`src/sv/ptdp_pkg.sv`:
```
// shared types, constants and helpers of the position trigger delay predictor
package ptdp_pkg;

  localparam int HistDepth = 16;
  localparam int HistAw    = $clog2(HistDepth);

  localparam int PosW    = 32;
  localparam int OpW     = 2;
  localparam int LbW     = 4;
  localparam int AdjW    = 16;
  localparam int DlyW    = 16;
  localparam int CfgIdxW = 3;
  localparam int SpanW   = 11;
  localparam int ADistW  = 25;
  localparam int NumW    = 31;
  localparam int CntW    = $clog2(NumW + 1);

  localparam int SamplePeriod = 125;
  localparam int CommLatency  = 131;
  localparam logic [PosW-1:0] NoTrigger    = 32'h7FFF_FFFF;
  localparam logic [DlyW-1:0] MaxDelayLow  = 16'hFFFF;
  localparam logic [DlyW-1:0] OffDelayHigh = 16'h7FFF;

  // largest distance magnitude whose scaled value stays below the no-trigger code
  localparam logic [ADistW-1:0] MaxDist [16] = '{
    ADistW'(NoTrigger / (SamplePeriod * 1)),  ADistW'(NoTrigger / (SamplePeriod * 2)),
    ADistW'(NoTrigger / (SamplePeriod * 3)),  ADistW'(NoTrigger / (SamplePeriod * 4)),
    ADistW'(NoTrigger / (SamplePeriod * 5)),  ADistW'(NoTrigger / (SamplePeriod * 6)),
    ADistW'(NoTrigger / (SamplePeriod * 7)),  ADistW'(NoTrigger / (SamplePeriod * 8)),
    ADistW'(NoTrigger / (SamplePeriod * 9)),  ADistW'(NoTrigger / (SamplePeriod * 10)),
    ADistW'(NoTrigger / (SamplePeriod * 11)), ADistW'(NoTrigger / (SamplePeriod * 12)),
    ADistW'(NoTrigger / (SamplePeriod * 13)), ADistW'(NoTrigger / (SamplePeriod * 14)),
    ADistW'(NoTrigger / (SamplePeriod * 15)), ADistW'(NoTrigger / (SamplePeriod * 16))
  };

  typedef enum logic [OpW-1:0] {
    OP_TICK  = 2'd0,
    OP_CTRL  = 2'd1,
    OP_PRIME = 2'd2,
    OP_NONE  = 2'd3
  } op_e;

  typedef enum logic [CfgIdxW-1:0] {
    CFG_TRIG     = 3'd0,
    CFG_REV      = 3'd1,
    CFG_LOOKBACK = 3'd2,
    CFG_ADJUST   = 3'd3,
    CFG_MANUAL   = 3'd4
  } cfg_e;

  typedef enum logic [2:0] {
    ST_IDLE,
    ST_EXEC,
    ST_DSTART,
    ST_DWAIT,
    ST_PUSH
  } state_e;

  typedef struct packed {
    logic              rd_en;
    logic [HistAw-1:0] rd_addr;
    logic              wr_en;
    logic [HistAw-1:0] wr_addr;
    logic [PosW-1:0]   wr_data;
    logic              prime_en;
  } hist_req_t;

  typedef struct packed {
    logic            start;
    logic [NumW-1:0] num;
    logic [PosW-1:0] den;
  } div_req_t;

  typedef struct packed {
    logic [DlyW-1:0] delay_low;
    logic [DlyW-1:0] delay_high;
    logic            low_written;
    logic            high_written;
    logic            fired;
  } res_t;

  function automatic logic [SpanW-1:0] span_of(input logic [LbW-1:0] lb);
    return SpanW'(SamplePeriod) * (SpanW'(lb) + SpanW'(1));
  endfunction

  // lookback folded into the ring, small constant table
  function automatic logic [HistAw-1:0] lb_mod(input logic [LbW-1:0] lb);
    logic [HistAw-1:0] r;
    r = '0;
    for (int i = 0; i < 16; i++) begin
      if (lb == LbW'(i)) begin
        r = HistAw'(i % HistDepth);
      end
    end
    return r;
  endfunction

endpackage

```
`src/sv/ptdp_if.sv`:
```
// request channel interfaces of the position trigger delay predictor
interface ptdp_in_if import ptdp_pkg::*; ();
  logic                   valid;
  logic                   ready;
  logic [OpW-1:0]         opcode;
  logic signed [PosW-1:0] position;
  logic                   enable_bit;
  logic                   manual_mode_bit;

  modport source (output valid, opcode, position, enable_bit, manual_mode_bit, input ready);
  modport sink (input valid, opcode, position, enable_bit, manual_mode_bit, output ready);
endinterface

interface ptdp_out_if import ptdp_pkg::*; ();
  logic            valid;
  logic            ready;
  logic [DlyW-1:0] delay_low;
  logic [DlyW-1:0] delay_high;
  logic            low_written;
  logic            high_written;
  logic            fired;

  modport source (output valid, delay_low, delay_high, low_written, high_written, fired,
                  input ready);
  modport sink (input valid, delay_low, delay_high, low_written, high_written, fired,
                output ready);
endinterface

interface ptdp_cfg_if import ptdp_pkg::*; ();
  logic               valid;
  logic               ready;
  logic [CfgIdxW-1:0] index;
  logic [PosW-1:0]    data;

  modport source (output valid, index, data, input ready);
  modport sink (input valid, index, data, output ready);
endinterface

```
`src/sv/ptdp_hist.sv`:
```
// position history ring: synchronous memory with per-entry valid bits and prime value
module ptdp_hist import ptdp_pkg::*; (
  input  logic            clk_i,
  input  logic            rst_ni,
  input  hist_req_t       req_i,
  output logic [PosW-1:0] rd_data_o
);

  logic [PosW-1:0]      mem_q [HistDepth];
  logic [PosW-1:0]      rdata_q;
  logic [HistDepth-1:0] vld_q;
  logic                 rd_vld_q;
  logic [PosW-1:0]      prime_q;

  always_ff @(posedge clk_i) begin
    if (req_i.wr_en) begin
      mem_q[req_i.wr_addr] <= req_i.wr_data;
    end
    if (req_i.rd_en) begin
      rdata_q <= mem_q[req_i.rd_addr];
    end
  end

  always_ff @(posedge clk_i or negedge rst_ni) begin
    if (!rst_ni) begin
      vld_q    <= '0;
      rd_vld_q <= 1'b0;
      prime_q  <= '0;
    end else begin
      if (req_i.prime_en) begin
        vld_q   <= '0;
        prime_q <= req_i.wr_data;
      end else if (req_i.wr_en) begin
        vld_q[req_i.wr_addr] <= 1'b1;
      end
      if (req_i.rd_en) begin
        rd_vld_q <= vld_q[req_i.rd_addr];
      end
    end
  end

  // entries not written since the last prime read as the prime value
  assign rd_data_o = rd_vld_q ? rdata_q : prime_q;

endmodule

```
`src/sv/ptdp_div.sv`:
```
// bit-serial restoring divider, one quotient bit per cycle
module ptdp_div import ptdp_pkg::*; (
  input  logic            clk_i,
  input  logic            rst_ni,
  input  div_req_t        req_i,
  output logic            done_o,
  output logic [NumW-1:0] quo_o
);

  logic [PosW-1:0] rem_q, rem_d;
  logic [NumW-1:0] quo_q, quo_d;
  logic [PosW-1:0] den_q, den_d;
  logic [CntW-1:0] cnt_q, cnt_d;
  logic            busy_q, busy_d;
  logic            done_q, done_d;
  logic [PosW:0]   shifted;
  logic            fits;

  always_comb begin
    shifted = {rem_q, quo_q[NumW-1]};
    fits    = shifted >= {1'b0, den_q};
    rem_d   = rem_q;
    quo_d   = quo_q;
    den_d   = den_q;
    cnt_d   = cnt_q;
    busy_d  = busy_q;
    done_d  = 1'b0;
    if (req_i.start) begin
      rem_d  = '0;
      quo_d  = req_i.num;
      den_d  = req_i.den;
      cnt_d  = CntW'(NumW);
      busy_d = 1'b1;
    end else if (busy_q) begin
      rem_d = fits ? PosW'(shifted - {1'b0, den_q}) : PosW'(shifted);
      quo_d = {quo_q[NumW-2:0], fits};
      cnt_d = cnt_q - 1'b1;
      if (cnt_q == CntW'(1)) begin
        busy_d = 1'b0;
        done_d = 1'b1;
      end
    end
  end

  always_ff @(posedge clk_i) begin
    rem_q <= rem_d;
    quo_q <= quo_d;
    den_q <= den_d;
  end

  always_ff @(posedge clk_i or negedge rst_ni) begin
    if (!rst_ni) begin
      cnt_q  <= '0;
      busy_q <= 1'b0;
      done_q <= 1'b0;
    end else begin
      cnt_q  <= cnt_d;
      busy_q <= busy_d;
      done_q <= done_d;
    end
  end

  assign done_o = done_q;
  assign quo_o  = quo_q;

endmodule

```
`src/sv/position_trigger_delay_predictor.sv`:
```
// top level of the position trigger delay predictor for one trigger table
//
// in_i carries requests: a position sample tick, a control write or a history prime.
// out_o returns exactly one result per request, in request order: the delay words
// written and the fired flag. cfg_i writes the trigger position, direction,
// lookback, on-adjust time and manual delay; it is always ready, and the user must
// write it only while no request is in flight; the block does not enforce this.
// a tick reads the past sample from the history memory in the accept cycle and
// writes the new sample back in the next cycle. a tick that predicts a delay runs a
// bit-serial divider, one quotient bit per cycle over 31 bits, and passes through the
// execute, divider start, divider wait and push states; others only execute and push.
// one request is worked on at a time; the next is taken as soon as the engine is
// idle, even while the previous result still waits in the output register.
// when the receiver stalls, the result holds in the output register and a second
// finished result waits in the engine until the output register frees.
// reset clears the history (all samples read as zero), the ring pointer, the
// channel enable, manual mode, the approach flag and all configuration registers.
module position_trigger_delay_predictor import ptdp_pkg::*; (
  input  logic        clk_i,
  input  logic        rst_ni,
  ptdp_in_if.sink     in_i,
  ptdp_out_if.source  out_o,
  ptdp_cfg_if.sink    cfg_i
);

  state_e state_q, state_d;

  logic [PosW-1:0]   trig_q;
  logic              rev_q;
  logic [LbW-1:0]    lookback_q;
  logic [AdjW-1:0]   adjust_q;
  logic [PosW-1:0]   manual_delay_q;

  op_e               op_q, op_d;
  logic [PosW-1:0]   pos_q, pos_d;
  logic              en_bit_q, en_bit_d;
  logic              man_bit_q, man_bit_d;

  logic [HistAw-1:0] wp_q, wp_d;
  logic              pos_ready_q, pos_ready_d;
  logic              chan_en_q, chan_en_d;
  logic              manual_q, manual_d;

  logic [NumW-1:0]   num_q, num_d;
  logic [PosW-1:0]   aspeed_q, aspeed_d;
  logic              neg_q, neg_d;
  res_t              res_q, res_d;
  res_t              out_q, out_d;
  logic              out_valid_q, out_valid_d;

  hist_req_t         hist_req;
  logic [PosW-1:0]   past;
  div_req_t          div_req;
  logic              div_done;
  logic [NumW-1:0]   quo;

  logic              in_accept;
  logic              out_free;
  logic [HistAw-1:0] lbm;
  logic [HistAw-1:0] ring_idx;
  logic [HistAw-1:0] wp_next;
  logic [PosW-1:0]   trig_dist;
  logic [PosW-1:0]   speed;
  logic [PosW-1:0]   adist;
  logic              ready_now;
  logic              past_trig;
  logic              too_far;
  logic              motion_ok;
  logic [ADistW+SpanW-1:0] prod;
  logic signed [PosW:0] quo_s;
  logic signed [PosW:0] t_s;
  logic signed [PosW:0] half_s;
  logic signed [PosW:0] d_s;

  ptdp_hist u_hist (
    .clk_i     (clk_i),
    .rst_ni    (rst_ni),
    .req_i     (hist_req),
    .rd_data_o (past)
  );

  ptdp_div u_div (
    .clk_i  (clk_i),
    .rst_ni (rst_ni),
    .req_i  (div_req),
    .done_o (div_done),
    .quo_o  (quo)
  );

  // configuration registers
  assign cfg_i.ready = 1'b1;

  always_ff @(posedge clk_i or negedge rst_ni) begin
    if (!rst_ni) begin
      trig_q         <= '0;
      rev_q          <= 1'b0;
      lookback_q     <= '0;
      adjust_q       <= '0;
      manual_delay_q <= '0;
    end else if (cfg_i.valid) begin
      unique case (cfg_e'(cfg_i.index))
        CFG_TRIG:     trig_q         <= cfg_i.data;
        CFG_REV:      rev_q          <= cfg_i.data[0];
        CFG_LOOKBACK: lookback_q     <= cfg_i.data[LbW-1:0];
        CFG_ADJUST:   adjust_q       <= cfg_i.data[AdjW-1:0];
        CFG_MANUAL:   manual_delay_q <= cfg_i.data;
        default: ;
      endcase
    end
  end

  // ring addressing
  assign lbm     = lb_mod(lookback_q);
  assign wp_next = (wp_q == HistAw'(HistDepth - 1)) ? '0 : wp_q + 1'b1;

  always_comb begin
    if (wp_q >= lbm) begin
      ring_idx = wp_q - lbm;
    end else begin
      ring_idx = HistAw'({1'b0, wp_q} + (HistAw + 1)'(HistDepth) - {1'b0, lbm});
    end
  end

  // prediction front end
  assign trig_dist = trig_q - pos_q;
  assign speed     = pos_q - past;
  assign adist     = trig_dist[PosW-1] ? (~trig_dist + 1'b1) : trig_dist;
  assign ready_now = pos_ready_q |
                     (rev_q ? (trig_dist[PosW-1] | (trig_dist == '0)) : ~trig_dist[PosW-1]);
  assign past_trig = rev_q ? (~trig_dist[PosW-1] & (trig_dist != '0)) : trig_dist[PosW-1];
  assign too_far   = adist > PosW'(MaxDist[lookback_q]);
  assign motion_ok = rev_q ? speed[PosW-1] : (~speed[PosW-1] & (speed != '0));
  assign prod      = adist[ADistW-1:0] * (ADistW+SpanW)'(span_of(lookback_q));

  // delay back end
  assign quo_s  = neg_q ? -$signed({2'b00, quo}) : $signed({2'b00, quo});
  assign t_s    = quo_s - $signed((PosW + 1)'(CommLatency));
  assign half_s = t_s[PosW] ? ((t_s + 1) >>> 1) : (t_s >>> 1);
  assign d_s    = half_s - $signed({{(PosW + 1 - AdjW){1'b0}}, adjust_q});

  assign in_i.ready = (state_q == ST_IDLE);
  assign in_accept  = in_i.valid && in_i.ready;
  assign out_free   = !out_valid_q || out_o.ready;

  always_comb begin
    state_d     = state_q;
    op_d        = op_q;
    pos_d       = pos_q;
    en_bit_d    = en_bit_q;
    man_bit_d   = man_bit_q;
    wp_d        = wp_q;
    pos_ready_d = pos_ready_q;
    chan_en_d   = chan_en_q;
    manual_d    = manual_q;
    num_d       = num_q;
    aspeed_d    = aspeed_q;
    neg_d       = neg_q;
    res_d       = res_q;
    out_d       = out_q;
    out_valid_d = out_valid_q && !out_o.ready;

    hist_req          = '0;
    hist_req.rd_addr  = ring_idx;
    hist_req.wr_addr  = wp_next;
    hist_req.wr_data  = pos_q;
    div_req           = '0;
    div_req.num       = num_q;
    div_req.den       = aspeed_q;

    unique case (state_q)
      ST_IDLE: begin
        if (in_accept) begin
          op_d           = op_e'(in_i.opcode);
          pos_d          = in_i.position;
          en_bit_d       = in_i.enable_bit;
          man_bit_d      = in_i.manual_mode_bit;
          hist_req.rd_en = (op_e'(in_i.opcode) == OP_TICK);
          state_d        = ST_EXEC;
        end
      end
      ST_EXEC: begin
        res_d   = '0;
        state_d = ST_PUSH;
        unique case (op_q)
          OP_TICK: begin
            hist_req.wr_en = 1'b1;
            wp_d           = wp_next;
            if (chan_en_q && !manual_q) begin
              pos_ready_d = ready_now;
              if (!ready_now || too_far || !motion_ok) begin
                res_d.delay_low   = MaxDelayLow;
                res_d.low_written = 1'b1;
              end else begin
                num_d    = prod[NumW-1:0];
                aspeed_d = speed[PosW-1] ? (~speed + 1'b1) : speed;
                neg_d    = past_trig;
                state_d  = ST_DSTART;
              end
            end
          end
          OP_CTRL: begin
            if (en_bit_q) begin
              if (man_bit_q) begin
                res_d.delay_high = manual_delay_q[2*DlyW-1:DlyW];
                res_d.delay_low  = manual_delay_q[DlyW-1:0];
              end else begin
                res_d.delay_high = '0;
                res_d.delay_low  = MaxDelayLow;
              end
            end else begin
              res_d.delay_high = OffDelayHigh;
              res_d.delay_low  = MaxDelayLow;
              pos_ready_d      = 1'b0;
            end
            res_d.low_written  = 1'b1;
            res_d.high_written = 1'b1;
            manual_d           = man_bit_q;
            chan_en_d          = en_bit_q;
          end
          OP_PRIME: begin
            hist_req.prime_en = 1'b1;
          end
          OP_NONE: ;
          default: ;
        endcase
      end
      ST_DSTART: begin
        div_req.start = 1'b1;
        state_d       = ST_DWAIT;
      end
      ST_DWAIT: begin
        if (div_done) begin
          res_d             = '0;
          res_d.low_written = 1'b1;
          if (d_s[PosW] || (d_s == '0)) begin
            res_d.fired = 1'b1;
            chan_en_d   = 1'b0;
          end else if (d_s[PosW-1:DlyW] != '0) begin
            res_d.delay_low = MaxDelayLow;
          end else begin
            res_d.delay_low = d_s[DlyW-1:0];
          end
          state_d = ST_PUSH;
        end
      end
      ST_PUSH: begin
        if (out_free) begin
          out_d       = res_q;
          out_valid_d = 1'b1;
          state_d     = ST_IDLE;
        end
      end
      default: state_d = ST_IDLE;
    endcase
  end

  always_ff @(posedge clk_i) begin
    op_d_reg: begin
      op_q      <= op_d;
      pos_q     <= pos_d;
      en_bit_q  <= en_bit_d;
      man_bit_q <= man_bit_d;
      num_q     <= num_d;
      aspeed_q  <= aspeed_d;
      neg_q     <= neg_d;
      res_q     <= res_d;
      out_q     <= out_d;
    end
  end

  always_ff @(posedge clk_i or negedge rst_ni) begin
    if (!rst_ni) begin
      state_q     <= ST_IDLE;
      wp_q        <= '0;
      pos_ready_q <= 1'b0;
      chan_en_q   <= 1'b0;
      manual_q    <= 1'b0;
      out_valid_q <= 1'b0;
    end else begin
      state_q     <= state_d;
      wp_q        <= wp_d;
      pos_ready_q <= pos_ready_d;
      chan_en_q   <= chan_en_d;
      manual_q    <= manual_d;
      out_valid_q <= out_valid_d;
    end
  end

  assign out_o.valid        = out_valid_q;
  assign out_o.delay_low    = out_q.delay_low;
  assign out_o.delay_high   = out_q.delay_high;
  assign out_o.low_written  = out_q.low_written;
  assign out_o.high_written = out_q.high_written;
  assign out_o.fired        = out_q.fired;

endmodule

```
`src/flat_wrapper.sv`:
```
// flat-port wrapper written by rule: the top's interface ports become plain ports
module position_trigger_delay_predictor_flat import ptdp_pkg::*;
  (clk_i, rst_ni, in_i_valid, in_i_opcode, in_i_position, in_i_enable_bit, in_i_manual_mode_bit, in_i_ready, out_o_valid, out_o_delay_low, out_o_delay_high, out_o_low_written, out_o_high_written, out_o_fired, out_o_ready, cfg_i_valid, cfg_i_index, cfg_i_data, cfg_i_ready);
  ptdp_in_if in_i_i ();
  ptdp_out_if out_o_i ();
  ptdp_cfg_if cfg_i_i ();
  input  logic clk_i;
  input  logic rst_ni;
  input wire logic [$bits(in_i_i.valid)-1:0] in_i_valid;
  input wire logic [$bits(in_i_i.opcode)-1:0] in_i_opcode;
  input wire logic [$bits(in_i_i.position)-1:0] in_i_position;
  input wire logic [$bits(in_i_i.enable_bit)-1:0] in_i_enable_bit;
  input wire logic [$bits(in_i_i.manual_mode_bit)-1:0] in_i_manual_mode_bit;
  output wire logic [$bits(in_i_i.ready)-1:0] in_i_ready;
  output wire logic [$bits(out_o_i.valid)-1:0] out_o_valid;
  output wire logic [$bits(out_o_i.delay_low)-1:0] out_o_delay_low;
  output wire logic [$bits(out_o_i.delay_high)-1:0] out_o_delay_high;
  output wire logic [$bits(out_o_i.low_written)-1:0] out_o_low_written;
  output wire logic [$bits(out_o_i.high_written)-1:0] out_o_high_written;
  output wire logic [$bits(out_o_i.fired)-1:0] out_o_fired;
  input wire logic [$bits(out_o_i.ready)-1:0] out_o_ready;
  input wire logic [$bits(cfg_i_i.valid)-1:0] cfg_i_valid;
  input wire logic [$bits(cfg_i_i.index)-1:0] cfg_i_index;
  input wire logic [$bits(cfg_i_i.data)-1:0] cfg_i_data;
  output wire logic [$bits(cfg_i_i.ready)-1:0] cfg_i_ready;
  assign in_i_i.valid = in_i_valid;
  assign in_i_i.opcode = in_i_opcode;
  assign in_i_i.position = in_i_position;
  assign in_i_i.enable_bit = in_i_enable_bit;
  assign in_i_i.manual_mode_bit = in_i_manual_mode_bit;
  assign in_i_ready = in_i_i.ready;
  assign out_o_valid = out_o_i.valid;
  assign out_o_delay_low = out_o_i.delay_low;
  assign out_o_delay_high = out_o_i.delay_high;
  assign out_o_low_written = out_o_i.low_written;
  assign out_o_high_written = out_o_i.high_written;
  assign out_o_fired = out_o_i.fired;
  assign out_o_i.ready = out_o_ready;
  assign cfg_i_i.valid = cfg_i_valid;
  assign cfg_i_i.index = cfg_i_index;
  assign cfg_i_i.data = cfg_i_data;
  assign cfg_i_ready = cfg_i_i.ready;
  position_trigger_delay_predictor u_core (.clk_i(clk_i), .rst_ni(rst_ni), .in_i(in_i_i), .out_o(out_o_i), .cfg_i(cfg_i_i));
endmodule
```
`config.mk`:
```
export PLATFORM = sky130hd
export DESIGN_NAME = position_trigger_delay_predictor_flat
export DESIGN_NICKNAME = d
export VERILOG_FILES = /design/src/sv/ptdp_pkg.sv /design/src/sv/ptdp_if.sv /design/src/sv/ptdp_hist.sv /design/src/sv/ptdp_div.sv /design/src/sv/position_trigger_delay_predictor.sv /design/src/flat_wrapper.sv
export SDC_FILE = /design/constraint.sdc
export NUM_CORES = 2
export LEC_CHECK = 0
export BUFFER_PORTS_ARGS = -buffer_cell sky130_fd_sc_hd__buf_4
export CAP_MARGIN = 40
export CORE_UTILIZATION = 25
export DETAILED_ROUTE_END_ITERATION = 8
export GPL_TIMING_DRIVEN = 0
export PLACE_DENSITY = 0.47
export SKIP_LAST_GASP = 1
export SLEW_MARGIN = 25
export SYNTH_ARGS = -nofsm -noshare
export SYNTH_HDL_FRONTEND = slang
export SYNTH_SLANG_ARGS = --single-unit
export TNS_END_PERCENT = 30
```
`constraint.sdc`:
```
create_clock -name clk_i -period 11.75 [get_ports clk_i]
set_input_delay 2.35 -clock clk_i [delete_from_list [all_inputs] [get_ports clk_i]]
set_output_delay 2.35 -clock clk_i [all_outputs]
set_load 0.05 [all_outputs]
```
; ---- Yosys cells after proc, flatten, opt, wreduce, memory -nomap -nowiden
; Memories as Yosys holds them, arrays and structs flattened. A register that Yosys moved wholly into a read port is not among the register bits.
; Index checks and enable logic that the tools add are counted.
[classes]
magnitude_cmp = 7
addsub = 15
eq_ne = 34
n_reduce_logical = 40
muxes = 84
multipliers = 2
bitwise_logic = 11
[op_table]
columns = cell, n
row1 = $mux W32, 5
row2 = $mux W16, 7
row3 = $sub A32 B32 Y32, 3
row4 = $mux W31, 3
row5 = $pmux W35 S2, 1
row6 = $mux W33, 2
row7 = $add A32 B1 Y32 const B, 2
row8 = $not A32 Y32, 2
row9 = $reduce_bool A32 Y1, 2
row10 = $mux W25, 2
row11 = $mux W4, 10
row12 = $eq A4 B4 Y1 const B, 9
row13 = $mux W35, 1
row14 = $add A33 B2 Y33 const B, 1
row15 = $ge A33 B32 Y1, 1
row16 = $logic_not A33 Y1, 1
row17 = $neg A31 Y33, 1
row18 = $sub A33 B17 Y33, 1
row19 = $sub A33 B9 Y33 const B, 1
row20 = $gt A32 B25 Y1, 1
row21 = $logic_not A32 Y1, 1
row22 = $mux W1, 32
row23 = $pmux W16 S2, 1
row24 = $mul A25 B11 Y31, 1
row25 = 42 further kinds, 102
[word_totals]
ff_bits = 417
output_inout_bits = 38
ramBits = 512
input_bits = 76
rom_bits = 400
n_memories = 2
[mem_list]
columns = name, words, word_bits, read_ports, rd_clocked_by_memory_dff, wr, line
row1 = u_core.u_hist.mem_q, 16, 32, 1, 1, 1, ptdp_hist.sv:9  ; logic [PosW-1:0] mem_q [HistDepth];
row2 = (no name shown), 16, 25, 1, 0, 0, position_trigger_delay_predictor.sv:131  ; assign too_far = adist > PosW'(MaxDist[lookback_q]);

; ---- Depth between registers and ports, before layout
[logic_depth]
word_depth = 20
ltp_mapped = 41

; ---- Modules after synthesis
; A second synthesis with hierarchy kept.
[unflattened]
cells_unflattened = 4580
area_unflattened_um2 = 56506.7
[modules_own_cells]
columns = mod, area_per_inst_um2, seq_area_each_um2, instances, cells_per_inst
row1 = position_trigger_delay_predictor, 28194.5, 7507.2, 1, 3085
row2 = ptdp_hist, 22511.6, 17561.8, 1, 927
row3 = ptdp_div, 5800.6, 2707.6, 1, 568

; ---- Worst setup path after synthesis
; No wires, ideal clock.
[synth_timing]
kind = flip-flop to flip-flop
startpoint = reg u_core.lookback_q[0]
endpoint = reg u_core.num_q[30] (data pin)
period_less_slack_ns = 9.713
stages_incl_launch_ff = 34
setup_ns = 0.260
required_time_ns = 11.490
setup_slack_ns = 2.037
arrival_time_ns = 9.453
cell_sequence = dfrtp_1 -> inv_1 -> clkbuf_1 -> ha_1 -> fa_1 -> fa_1 -> ha_1 -> a221o_1 -> a21o_1 -> a21o_1 -> a21o_1 -> a21oi_1 -> xnor2_1 -> clkbuf_1 -> or2_2 -> fa_1 -> fa_1 -> fa_1 -> fa_1 -> fa_1 -> inv_1 -> ha_1 -> and2_1 -> o21ai_0 -> a31oi_1 -> a41oi_1 -> a2111oi_0 -> o21a_1 -> o21a_1 -> o41a_1 -> a21oi_1 -> o21ai_0 -> a31oi_1 -> xnor2_1
[synth_between]
elab_chain_len = 3
[synth_lines]
columns = item, line
row1 = start: declaration, position_trigger_delay_predictor.sv:30  ; logic [LbW-1:0] lookback_q;
row2 = start signal: assignment, position_trigger_delay_predictor.sv:104  ; CFG_LOOKBACK: lookback_q <= cfg_i.data[LbW-1:0];
row3 = $add A4 B1 Y5, ptdp_pkg.sv:83  ; return SpanW'(SamplePeriod) * (SpanW'(lb) + SpanW'(1));
row4 = $mul A7 B11 Y11, ptdp_pkg.sv:83
row5 = $mul A25 B11 Y31, position_trigger_delay_predictor.sv:133  ; assign prod = adist[ADistW-1:0] * (ADistW+SpanW)'(span_of(lookback_q));
row6 = named net u_core.prod[30], position_trigger_delay_predictor.sv:69  ; logic [ADistW+SpanW-1:0] prod;
row7 = end signal: assignment, position_trigger_delay_predictor.sv:263  ; num_q <= num_d;
row8 = end: declaration, position_trigger_delay_predictor.sv:44  ; logic [NumW-1:0] num_q, num_d;
; The timed path passes the listed nets, and every way through them passes these cells.
; A chain may end at the register's enable or synchronous reset.

; ---- Worst setup path after layout
[layout_timing]
startpoint = reg u_core.pos_q[1]
endpoint = reg u_core.num_q[30] (data pin)
[layout_between]
elab_chain_len = 5
[layout_lines]
columns = item, line
row1 = start: declaration, position_trigger_delay_predictor.sv:35  ; logic [PosW-1:0] pos_q, pos_d;
row2 = start signal: assignment, position_trigger_delay_predictor.sv:260  ; pos_q <= pos_d;
row3 = $sub A32 B32 Y32 (*), position_trigger_delay_predictor.sv:125  ; assign trig_dist = trig_q - pos_q;
row4 = $not A32 Y32, position_trigger_delay_predictor.sv:127  ; assign adist = trig_dist[PosW-1] ? (~trig_dist + 1'b1) : trig_dist;
row5 = $add A32 B1 Y32, position_trigger_delay_predictor.sv:127
row6 = $mux W32 (*), position_trigger_delay_predictor.sv:127
row7 = $mul A25 B11 Y31 (*), position_trigger_delay_predictor.sv:133
row8 = named net u_core.prod[30], position_trigger_delay_predictor.sv:69
; The timed path passes the listed nets; every way through them passes the cells marked *.

==> summary.md <==
| Metric | Value |
|---|---|
| Clk pin slew, worst setup/hold paths | ~0.060 ns |
| Slew @ Worst Pin | between 0.9 and 1 ns |
| Crit path launch type | flop |
| Yosys warnings | 0 |
| Post-synth top cells | edfxtp_1, nand2_1, inv_1 |
| Mapped Cells | ~4600 |
| Syn avg cell area | about 12 um2 |
| Final nets | approximately 5400 |
| #FFs+latches synth | roughly 960 |
| Status | completed |
| Vias in the first global route | about 38000 |
| First-pass GRT wire length | 246000 um |
| Period minus WS final | 11.20 ns |
| Critical path's largest stage delay | slightly above 0.7 ns |
| P&R area growth vs syn | 17.83% |
| Post-DP HPWL | 124400 um |
| CTS tree | built |
| Row count | roughly 170 |
| Fillers | roughly 23000 |
| Setup Slack @ Placement | -0.7711 ns |
| Largest fanout on the critical path | 10 |
| Fin crit share | 0.9531 |
| Initial Util | 0.2517 |
| Post-Syn Area | 55940 um2 |
| Maximum Capacitance Violations | 0 |
| CTS sink count | 961 |
| Clock Tree Buf Depth | 3 |
| Sequential share of the synthesized area | 0.4965 |
| Drt first-iter violations | 2709 |
| R2R Setup Slk | ~0.55 ns |
| Core area | between 200000 and 250000 um2 |
| Critical setup path kind | reg2reg |
| Vias | 37100 |
| Gr usage total | 0.1451 |
| WP data arrival | about 12 ns |
| DRC Markers | 0 |
| Max Fclk | ~89 MHz |
| Synth cell types | just over 100 |
| Yosys top cell by area | edfxtp_1 |
| Min-Delay Path Class | reg2reg |
| Final antenna-violating net count | 0 |
| Post-synth ARST share | 0.1582 |
| Root Driver | clkbuf_16 |
| Routability cong. | between 0.8 and 0.9 |
| Number of synthesized flops with an enable pin | around 800 |
| GR Overflow Total | 0 |
| Die X | between 400 and 500 um |
| Regs by FF count | u_core.u_hist.mem_q x512, u_core.res_q x35 |
| Cell with the most instances after synthesis | edfxtp_1 |
| Worst path required time | about 12 ns |
| RSZ-0062 raised after global routing | true |
| Initial antenna violation count | 2 |
| Routed WL | around 160000 um |
| DR WL/cell | 20.69 um |
| Slowest CP cell | xnor2_2 |
| Most frequently used flop master after synthesis | edfxtp_1 |
| Final Worst Setup Slack | between 0.5 and 0.6 ns |
| Worst skew pair latency | roughly 0.78 ns |
| Total CTS buffers | approximately 100 |
| Post-route setup TNS | 0 ns |
| Max-slew violation count | 0 |
| Max Clock Skew | 0.09608 ns |
| Post-Syn Nets | 5078 |
| Via/cell ratio | around 4.7 |
| Layout cell share with drive strength beyond 1 | 0.1564 |
| Die area | between 200000 and 250000 um2 |
| Relative slew slack | 0.3797 |
| Largest net degree at the start of global routing | 64 |
| Htree depth | 3 |
| Final-report setup violation count | 0 |
| Top-area cell type share of the netlist area | 0.4171 |
| Die Height | around 480 um |
| Final hold vios | 0 |
| Largest Register | u_core.u_hist.mem_q |
| Max reg flops | 512 |
| Num ports | approximately 110 |
| Cell mode on critical path | inv_1 |
| Largest cells by area after synthesis | edfxtp_1, fa_1, dfrtp_1 |
| # hold bufs at CTS | 0 |
| Port bufs | ~110 |
| TritonRoute pass-1 iters | 7 |
| Crit path capture type | flop |
==> per-stage QoR <==
step / std cells / area (um2) / hold WS [ns] / util
floorplan: 4563 / 55940 / 0.4003 / -
detailed placement: 7723 / 62030 / 0.4045 / 0.2790
finish: 7950 / 65920 / 0.4157 / 0.2965
global route: 7948 / 65910 / 0.4228 / 0.2965
global placement: 7650 / 60510 / 0.4059 / 0.2722
CTS: 7934 / 65710 / 0.4154 / 0.2956
==> timing repair <==
action,in CTS,in global routing
pin swaps,1,0
buffers inserted,17,6
resized for setup,6,19
endpoints found under the setup margin,7,6
==> path summary, 6_finish.rpt <==
check	from	endpoint	cells after the start
min in group asynchronous	rst_ni	u_core.u_hist.prime_q[4]	1
min reg2reg	u_core.res_q[34]	u_core.out_o.delay_low[15]	0
max reg2reg	u_core.pos_q[1]	u_core.num_q[30]	38
min	u_core.res_q[34]	u_core.out_o.delay_low[15]	0
max in group asynchronous	rst_ni	u_core.adjust_q[15]	3
max	u_core.pos_q[1]	u_core.num_q[30]	38
==> final cells by class <==
class,count,area [um2],share of cell area
Timing Repair Buffer,216,2451,0.03718
Antenna cell,2,5.005,0.00007592
Clock inverter,54,673.1,0.01021
Clock buffer,140,2808,0.04259
Tap cell,2975,3722,0.05647
Buffer,188,773.2,0.01173
Sequential cell,961,27780,0.4214
Multi-Input combinational cell,3049,26340,0.3996
Inverter,365,1371,0.02080
==> metal layers <==
layer  up-vias  wire (um)  global-route usage
met1     18910      75830              0.1980
met2       737      78750              0.2435
met5         -          0                   0
met4         0       3324             0.03242
met3       184       6588             0.01846
li1      17270          -                   -
==> layout by cell type (no fill, tap or decap), types with 37 or more instances in the layout <==
| master | instances |
|---|---|
| a21o_1 | 50 |
| a211oi_1 | 42 |
| nor2b_1 | 50 |
| and3_1 | 37 |
| mux2i_1 | 50 |
| ha_1 | 225 |
| mux2_2 | 94 |
| o21ai_0 | 181 |
| nor2_1 | 298 |
| nor3_1 | 88 |
| xnor2_1 | 165 |
| dfrtp_1 | 152 |
| nand2_1 | 404 |
| o31ai_1 | 42 |
| inv_1 | 363 |
| nand2b_1 | 60 |
| edfxtp_1 | 777 |
| mux4_2 | 166 |
| xor2_1 | 91 |
| clkbuf_16 | 104 |
| buf_4 | 142 |
| clkbuf_1 | 166 |
| o21a_1 | 59 |
| fa_1 | 213 |
| a21oi_1 | 165 |
| nand3_1 | 76 |
==> critical path: cells and delay by family (launching register included) <==
family                     cells  cell delay [ns]
and+or+nand+nor                6             1.18
adders and majority gates      7             2.74
AOI/OAI and AO/OA             17             4.78
xor gates and xnor gates       2             0.84
DFF                            1             0.41
buffers and inverters          6             0.85
==> cell families after synthesis <==
| family | count (synthesis) | share of synthesized area |
|---|---|---|
| simple gates | 1263 | 0.1092 |
| flops | 961 | 0.4965 |
| compound gates | 765 | 0.09188 |
| buf+inv | 553 | 0.03773 |
| fa+ha+maj | 439 | 0.1268 |
| mux | 312 | 0.09507 |
| xor+xnor | 269 | 0.04276 |
| other cells | 1 | 0.00006703 |
Power is left out: the tool's default activity adds up to more than one toggle a clock period on the data nets, which glitch-free logic cannot reach.
